### config.mk
export PLATFORM = sky130hd
export DESIGN_NAME = string_period_tuner_core
export DESIGN_NICKNAME = d
export VERILOG_FILES = /design/src/sv/spt_pkg.sv /design/src/sv/spt_front.sv /design/src/sv/spt_fifo.sv /design/src/sv/spt_back.sv /design/src/sv/string_period_tuner_core.sv
export SDC_FILE = /design/constraint.sdc
export NUM_CORES = 1
export LEC_CHECK = 0
export BUFFER_PORTS_ARGS = -buffer_cell sky130_fd_sc_hd__clkbuf_2
export CORE_UTILIZATION = 50
export DETAILED_ROUTE_END_ITERATION = 10
export GPL_TIMING_DRIVEN = 0
export PLACE_DENSITY = 0.73
export SLEW_MARGIN = 30
export SYNTH_ARGS = -nofsm -noshare
export SYNTH_HDL_FRONTEND = slang
export SYNTH_SLANG_ARGS = --single-unit
### constraint.sdc
create_clock -name clk -period 10 [get_ports clk]
set_input_delay 1.5 -clock clk [delete_from_list [all_inputs] [get_ports clk]]
set_output_delay 1.5 -clock clk [all_outputs]
set_load 0.005 [all_outputs]
### src/sv/spt_pkg.sv
// Shared types, constants and string tables for the period tuner.
package spt_pkg;

  localparam int PERIOD_W    = 16;
  localparam int WINDOW      = 32;
  localparam int WIN_SHIFT   = $clog2(WINDOW);
  localparam int DONE_W      = $clog2(WINDOW);
  localparam int SUM_W       = PERIOD_W + WIN_SHIFT;
  localparam int STRINGS     = 6;
  localparam int STR_W       = 3;
  localparam int TOL_W       = 8;
  localparam int CFG_W       = 16;

  localparam logic [DONE_W-1:0] LAST_PERIOD = DONE_W'(WINDOW - 1);

  // Center period counts in ticks: high E, B, G, D, A, low E.
  localparam logic [PERIOD_W-1:0] CENTER [STRINGS] =
    '{16'd189, 16'd253, 16'd318, 16'd425, 16'd568, 16'd758};
  // Boundaries between neighboring strings, rising.
  localparam logic [PERIOD_W-1:0] BOUNDARY [STRINGS-1] =
    '{16'd216, 16'd282, 16'd364, 16'd486, 16'd649};

  typedef enum logic [1:0] {
    ST_IN_TUNE   = 2'd0,
    ST_TOO_HIGH  = 2'd1,
    ST_TOO_LOW   = 2'd2,
    ST_NO_SIGNAL = 2'd3
  } tune_status_t;

  typedef enum logic {
    REG_TIMEOUT   = 1'b0,
    REG_TOLERANCE = 1'b1
  } cfg_reg_t;

  // Config write as seen by the front and back ends.
  typedef struct packed {
    logic             we;
    cfg_reg_t         index;
    logic [CFG_W-1:0] wdata;
  } cfg_wr_t;

  // Event word passed from front to back.
  typedef struct packed {
    logic                no_signal;
    logic [PERIOD_W-1:0] avg;
  } spt_evt_t;

  function automatic logic [STR_W-1:0] pick_string(input logic [PERIOD_W-1:0] avg);
    logic [STR_W-1:0] idx;
    idx = '0;
    for (int i = 0; i < STRINGS - 1; i++) begin
      if (avg >= BOUNDARY[i]) begin
        idx = STR_W'(i + 1);
      end
    end
    return idx;
  endfunction

endpackage

### src/sv/spt_front.sv
// Front end: edge detect, period count, window sum and timeout.
module spt_front (
  input  logic                  clk,
  input  logic                  rst_n,
  input  spt_pkg::cfg_wr_t      cfg,
  input  logic                  in_valid,
  output logic                  in_stall,
  input  logic                  in_signal_level,
  input  logic                  q_full,
  output logic                  q_push,
  output spt_pkg::spt_evt_t     q_data
);

  logic [spt_pkg::PERIOD_W-1:0] timeout_r;
  logic                         prev_r, prev_nxt;
  logic                         armed_r, armed_nxt;
  logic [spt_pkg::PERIOD_W-1:0] ticks_r, ticks_nxt;
  logic [spt_pkg::SUM_W-1:0]    sum_r, sum_nxt;
  logic [spt_pkg::DONE_W-1:0]   done_r, done_nxt;

  logic                         accept;
  logic                         rising;
  logic [spt_pkg::PERIOD_W-1:0] ticks_inc;
  logic [spt_pkg::SUM_W-1:0]    sum_add;

  assign in_stall  = q_full;
  assign accept    = in_valid && !q_full;
  assign rising    = !prev_r && in_signal_level;
  assign ticks_inc = (ticks_r == '1) ? ticks_r : ticks_r + 1'b1;
  assign sum_add   = sum_r + spt_pkg::SUM_W'(ticks_inc);

  always_comb begin
    prev_nxt  = in_signal_level;
    armed_nxt = armed_r;
    ticks_nxt = ticks_inc;
    sum_nxt   = sum_r;
    done_nxt  = done_r;
    q_push    = 1'b0;
    q_data    = '{no_signal: 1'b0, avg: sum_add[spt_pkg::SUM_W-1:spt_pkg::WIN_SHIFT]};
    if (ticks_inc > timeout_r) begin
      q_push    = 1'b1;
      q_data    = '{no_signal: 1'b1, avg: '0};
      ticks_nxt = '0;
      sum_nxt   = '0;
      done_nxt  = '0;
      armed_nxt = rising;
    end else if (rising && !armed_r) begin
      // first edge only arms; its partial interval is dropped
      armed_nxt = 1'b1;
      ticks_nxt = '0;
      sum_nxt   = '0;
      done_nxt  = '0;
    end else if (rising) begin
      ticks_nxt = '0;
      if (done_r == spt_pkg::LAST_PERIOD) begin
        q_push   = 1'b1;
        sum_nxt  = '0;
        done_nxt = '0;
      end else begin
        sum_nxt  = sum_add;
        done_nxt = done_r + 1'b1;
      end
    end
    q_push = q_push && accept;
  end

  always_ff @(posedge clk) begin
    if (!rst_n) begin
      timeout_r <= spt_pkg::PERIOD_W'(15616);
      prev_r    <= 1'b0;
      armed_r   <= 1'b0;
      ticks_r   <= '0;
      sum_r     <= '0;
      done_r    <= '0;
    end else begin
      if (cfg.we && cfg.index == spt_pkg::REG_TIMEOUT) begin
        timeout_r <= cfg.wdata[spt_pkg::PERIOD_W-1:0];
      end
      if (accept) begin
        prev_r  <= prev_nxt;
        armed_r <= armed_nxt;
        ticks_r <= ticks_nxt;
        sum_r   <= sum_nxt;
        done_r  <= done_nxt;
      end
    end
  end

endmodule

### src/sv/spt_fifo.sv
// Two-entry event queue between front and back ends.
module spt_fifo (
  input  logic              clk,
  input  logic              rst_n,
  input  logic              wr_en,
  input  spt_pkg::spt_evt_t wr_data,
  output logic              full,
  input  logic              rd_en,
  output logic              rd_valid,
  output spt_pkg::spt_evt_t rd_data
);

  spt_pkg::spt_evt_t mem [2];
  logic       wr_ptr_r;
  logic       rd_ptr_r;
  logic [1:0] count_r;

  assign full     = count_r[1];
  assign rd_valid = (count_r != 2'd0);
  assign rd_data  = mem[rd_ptr_r];

  always_ff @(posedge clk) begin
    if (wr_en) begin
      mem[wr_ptr_r] <= wr_data;
    end
  end

  always_ff @(posedge clk) begin
    if (!rst_n) begin
      wr_ptr_r <= 1'b0;
      rd_ptr_r <= 1'b0;
      count_r  <= 2'd0;
    end else begin
      if (wr_en) begin
        wr_ptr_r <= !wr_ptr_r;
      end
      if (rd_en) begin
        rd_ptr_r <= !rd_ptr_r;
      end
      case ({wr_en, rd_en})
        2'b10:   count_r <= count_r + 2'd1;
        2'b01:   count_r <= count_r - 2'd1;
        default: count_r <= count_r;
      endcase
    end
  end

endmodule

### src/sv/spt_back.sv
// Back end: string pick, tolerance compare and result register.
module spt_back (
  input  logic                              clk,
  input  logic                              rst_n,
  input  spt_pkg::cfg_wr_t                  cfg,
  input  logic                              q_valid,
  input  spt_pkg::spt_evt_t                 q_data,
  output logic                              q_pop,
  output logic                              out_valid,
  input  logic                              out_stall,
  output logic [spt_pkg::STR_W-1:0]         out_string_index,
  output logic [1:0]                        out_tune_status,
  output logic [spt_pkg::PERIOD_W-1:0]      out_average_period
);

  logic [spt_pkg::TOL_W-1:0]    tol_r;
  logic                         valid_r;
  logic [spt_pkg::STR_W-1:0]    idx_r, idx_nxt;
  spt_pkg::tune_status_t        status_r, status_nxt;
  logic [spt_pkg::PERIOD_W-1:0] avg_r, avg_nxt;

  logic [spt_pkg::PERIOD_W-1:0] center;
  logic [spt_pkg::PERIOD_W:0]   avg_plus, ctr_plus;

  assign q_pop    = q_valid && (!valid_r || !out_stall);
  assign idx_nxt  = q_data.no_signal ? '0 : spt_pkg::pick_string(q_data.avg);
  assign center   = spt_pkg::CENTER[idx_nxt];
  assign avg_plus = {1'b0, q_data.avg} + (spt_pkg::PERIOD_W + 1)'(tol_r);
  assign ctr_plus = {1'b0, center} + (spt_pkg::PERIOD_W + 1)'(tol_r);
  assign avg_nxt  = q_data.no_signal ? '0 : q_data.avg;

  always_comb begin
    if (q_data.no_signal) begin
      status_nxt = spt_pkg::ST_NO_SIGNAL;
    end else if (avg_plus < {1'b0, center}) begin
      status_nxt = spt_pkg::ST_TOO_HIGH;
    end else if ({1'b0, q_data.avg} > ctr_plus) begin
      status_nxt = spt_pkg::ST_TOO_LOW;
    end else begin
      status_nxt = spt_pkg::ST_IN_TUNE;
    end
  end

  always_ff @(posedge clk) begin
    if (!rst_n) begin
      tol_r   <= spt_pkg::TOL_W'(1);
      valid_r <= 1'b0;
    end else begin
      if (cfg.we && cfg.index == spt_pkg::REG_TOLERANCE) begin
        tol_r <= cfg.wdata[spt_pkg::TOL_W-1:0];
      end
      if (q_pop) begin
        valid_r <= 1'b1;
      end else if (!out_stall) begin
        valid_r <= 1'b0;
      end
    end
  end

  always_ff @(posedge clk) begin
    if (q_pop) begin
      idx_r    <= idx_nxt;
      status_r <= status_nxt;
      avg_r    <= avg_nxt;
    end
  end

  assign out_valid          = valid_r;
  assign out_string_index   = idx_r;
  assign out_tune_status    = status_r;
  assign out_average_period = avg_r;

endmodule

### src/sv/string_period_tuner_core.sv
// Top level of the period-measuring string tuner.
//
//   port group  dir  handshake         payload
//   in_         in   in_valid/in_stall signal_level (1b), one timer tick
//   out_        out  out_valid/out_stall string_index (3b), tune_status (2b),
//                                      average_period (16b)
//   cfg_        in   cfg_we            cfg_index (1b), cfg_wdata (16b)
//
// Takes one tick word per cycle while in_stall is low; the front-end state
// update loops through its registers (increment, compare with timeout, add
// into the window sum). Results pass the queue, then the output register.
// rst_n is synchronous, active low; config returns to timeout 15616, tol 1.
// A stalled output backs up a two-entry queue; in_stall rises only when it fills.
module string_period_tuner_core (
  input  logic        clk,
  input  logic        rst_n,
  input  logic        cfg_we,
  input  logic        cfg_index,
  input  logic [15:0] cfg_wdata,
  input  logic        in_valid,
  output logic        in_stall,
  input  logic        in_signal_level,
  output logic        out_valid,
  input  logic        out_stall,
  output logic [2:0]  out_string_index,
  output logic [1:0]  out_tune_status,
  output logic [15:0] out_average_period
);

  spt_pkg::cfg_wr_t  cfg;
  logic              q_push, q_full, q_pop, q_valid;
  spt_pkg::spt_evt_t q_wdata, q_rdata;

  // register writes fan out to whichever end owns the register
  assign cfg.we    = cfg_we;
  assign cfg.index = spt_pkg::cfg_reg_t'(cfg_index);
  assign cfg.wdata = cfg_wdata;

  // front: edge detect, period count, window sum, timeout
  spt_front u_front (
    .clk             (clk),
    .rst_n           (rst_n),
    .cfg             (cfg),
    .in_valid        (in_valid),
    .in_stall        (in_stall),
    .in_signal_level (in_signal_level),
    .q_full          (q_full),
    .q_push          (q_push),
    .q_data          (q_wdata)
  );

  // event words wait here while the output is stalled
  spt_fifo u_fifo (
    .clk      (clk),
    .rst_n    (rst_n),
    .wr_en    (q_push),
    .wr_data  (q_wdata),
    .full     (q_full),
    .rd_en    (q_pop),
    .rd_valid (q_valid),
    .rd_data  (q_rdata)
  );

  // back: string lookup, tolerance band, output register
  spt_back u_back (
    .clk                (clk),
    .rst_n              (rst_n),
    .cfg                (cfg),
    .q_valid            (q_valid),
    .q_data             (q_rdata),
    .q_pop              (q_pop),
    .out_valid          (out_valid),
    .out_stall          (out_stall),
    .out_string_index   (out_string_index),
    .out_tune_status    (out_tune_status),
    .out_average_period (out_average_period)
  );

endmodule

==> flow_metrics.env <==
export IMPL_vias=6798
export IMPL_clockRootBuffer="clkbuf_16"
export IMPL_grt_max_degree=22
export IMPL_clk_pin_slew_ps=60
export IMPL_clock_sinks=129
export IMPL_stdcell_count=1181
export IMPL_critPathKind="reg -> reg"
export IMPL_yosys_top_cells_area="edfxtp_1 20%, dfxtp_1 18%, ha_1 11%"
export IMPL_drcViolationCount=0
export IMPL_holdPathStages=2
export IMPL_final_nets=1048
export IMPL_yosysMostFrequentCell="nand2_1"
export IMPL_setup_tns_final_ps=0
export IMPL_place_hpwl_mm=14.64
export IMPL_power_density_nw_per_um2=161.4
export IMPL_fmax_mhz=176.1
export IMPL_drive_gt1_share_pct=11.40
export IMPL_wl_per_cell_um=16.17
export IMPL_port_buffers=45
export IMPL_max_slew_worst_pin_slew_ps=861.7
export IMPL_yosysUniqueCellTypes=76
export IMPL_synth_top_area_share_pct=20.27
export IMPL_insertion_delay_ps=430
export IMPL_holdBufCountCts=0
export IMPL_dr_wl_met2_mm=9.082
export IMPL_dieArea_um2=16810
export IMPL_dr_max_layer_used="met4"
export IMPL_grt_pass1_wl_mm=30.77
export IMPL_overflow=0
export IMPL_finalHoldViolCount=0
export IMPL_cts_max_level=4
export IMPL_antenna_found_initial=0
export IMPL_drt_iter0_markers=456
export IMPL_ys_top_cells_by_count="80 x nand2_1, 75 x nor2_1, 74 x a21oi_1, 74 x dfxtp_1, 70 x ha_1"
export IMPL_synth_edf_count=55
export IMPL_period_minus_slack_ps=5679
export IMPL_synth_area_um2=8148
export IMPL_cts_tree="built"
export IMPL_hold_start="u_front.timeout_r[1]"
export IMPL_maxCapViolations=0
export IMPL_routedLengthMet1_mm=8.643
export IMPL_area_growth_pct=14.07
export IMPL_met3_length_um=935
export IMPL_drt_vias_per_instance=5.756
export IMPL_placed_cells=1149
export IMPL_outcome="finished, final reports clean"
export IMPL_num_antenna_cells=0
export IMPL_clockBufferDepth=2
export IMPL_syn_area_per_cell_um2=9.186
export IMPL_gp_congestion=0.8948
export IMPL_fin_crit_sh_pct=56.79
export IMPL_end_kind="flop"
export IMPL_ant_nets=0
export IMPL_worstPathArrival_ps=5830
export IMPL_yosysSeqAreaShare_pct=38.45
export IMPL_yosys_register_bits=129
export IMPL_fin_skew_ps=6.595
export IMPL_initial_core_util_pct=51.29
export IMPL_rsz0062_at_grt="no"
export IMPL_ir_worst_vdd_mv=0.1293
export IMPL_cp_required_ps=10150
export IMPL_ys_warnings_count=0
export IMPL_async_flop_share_pct=0
export IMPL_pin_count=46
export IMPL_start_kind="flop"
export IMPL_setup_viol=0
export IMPL_rows=46
export IMPL_numCtsBuffers=17
export IMPL_slew_headroom_pct=42.49
export IMPL_grt_pass1_vias=6152
export IMPL_syn_nets=983
export IMPL_syn_inst=887
export IMPL_synth_top_cell_by_area="edfxtp_1"
export IMPL_leakagePower_nw=3.960
export IMPL_synth_flop_cell="dfxtp_1"
export IMPL_core_um2=15890
export IMPL_drt_wl_total_mm=19.10
export IMPL_worstPathMaxFanout=10
export IMPL_cts_resized=0
export IMPL_die_h_um=129.7
export IMPL_post_cts_repair_setup_buffers=0
export IMPL_grt_use_total_pct=23.95
export IMPL_ff2ff_path_depth=23
export IMPL_slew_violations=0
export IMPL_die_w_um=129.7
export IMPL_firstDrtPassIters=5
export IMPL_min_path_type="reg -> reg"
==> cells in the final DEF, fill, tap and decap left out, types with 12 or more instances in the layout <==
cell,instances
a21o_1,12
a21oi_1,73
and3_1,13
clkbuf_1,21
clkbuf_16,17
clkbuf_2,46
dfxtp_1,74
edfxtp_1,55
ha_1,70
inv_1,45
mux2i_1,14
nand2_1,80
nand3_1,33
nand4_1,17
nor2_1,73
nor2b_1,18
nor3_1,18
o21ai_0,36
xnor2_1,25
xor2_1,22
==> state kept, by name, summed over array words and instances (netlist names), 2 cells and up, named ones only <==
register	count
u_back.out_average_period	16
u_front.ticks_r	16
u_back.out_tune_status	2
u_front.done_r	5
u_fifo.count_r	2
u_back.tol_r	8
u_back.out_string_index	3
u_fifo.mem	34
u_front.timeout_r	16
u_front.sum_r	21
==> cell type report <==
cell class	count	area, um2
clock inverters	15	181.4
multi-input cells	677	4674
plain buffers	35	183.9
flip-flops and latches	129	3133
inverters	46	172.7
fillers	1397	6591
clock buffers	17	425.4
repair buffers	46	252.7
well taps	216	270.3
==> logic make-up (layout without fill, tap and decap cells) <==
logic type      count (synthesis)  after routing  share of synthesized area (%)
other cells                     1              1                        0.04602
buf+inv                        81            159                          4.376
fa+ha+maj                      73             73                          11.49
xor+xnor                       47             47                          5.052
mux                            22             22                          3.056
simple gates                  305            305                          18.63
compound gates                229            229                          18.90
flops                         129            129                          38.45
==> critical path: stages (launching register included) <==
cell and delay [ps]:
dfxtp_1 420, buf_4 220, buf_6 160, buf_2 260
mux2i_1 560, o2111ai_1 350, nor2b_1 220, buf_6 160
mux2i_1 270, ha_1 300, nor2b_1 140, o21ai_0 140
nand2b_1 100, a21boi_0 340, o21bai_1 110, a21oi_1 190
xnor2_1 150, ha_1 280, and3_1 210, o211ai_1 100
a21oi_1 70, o311a_1 350, nor3_1 240, a21oi_1 80
==> final timing paths <==
check / slack [ps] / endpoint
min reg2reg: 460 / u_front.timeout_r[1]
min: 460 / u_front.timeout_r[1]
max: 4320 / u_back.out_tune_status[1]
max reg2reg: 4320 / u_back.out_tune_status[1]
==> where the power goes <==
part	internal (mW)	switching, mW	leakage (nW)
registers	0.580	0.0135	1.16
logic	0.123	0.164	2.50
clock network	0.338	0.280	0.296
==> through the flow <==
step / hold slack [ps] / utilization (%) / power, mW / cell area [um2] / setup slack [ps]
global placement: 445.2 / 54.41 / 0.8769 / 8643 / 4368
global route: 473.7 / 58.51 / 1.569 / 9294 / 4046
finish: 461.1 / 58.51 / 1.500 / 9294 / 4321
detailed placement: 451.4 / 54.69 / 0.8897 / 8687 / 4373
floorplan: 436.2 / - / 0.8046 / 8148 / 5261
CTS: 461.1 / 58.51 / 1.508 / 9294 / 4340
==> layer usage <==
metal	up-vias	global-route usage, %
met1	3164	30.82
met5	-	0
met3	30	4.005
met2	198	40.11
met4	0	9.371
li1	3406	-
Power figures use the tool's default switching activity.
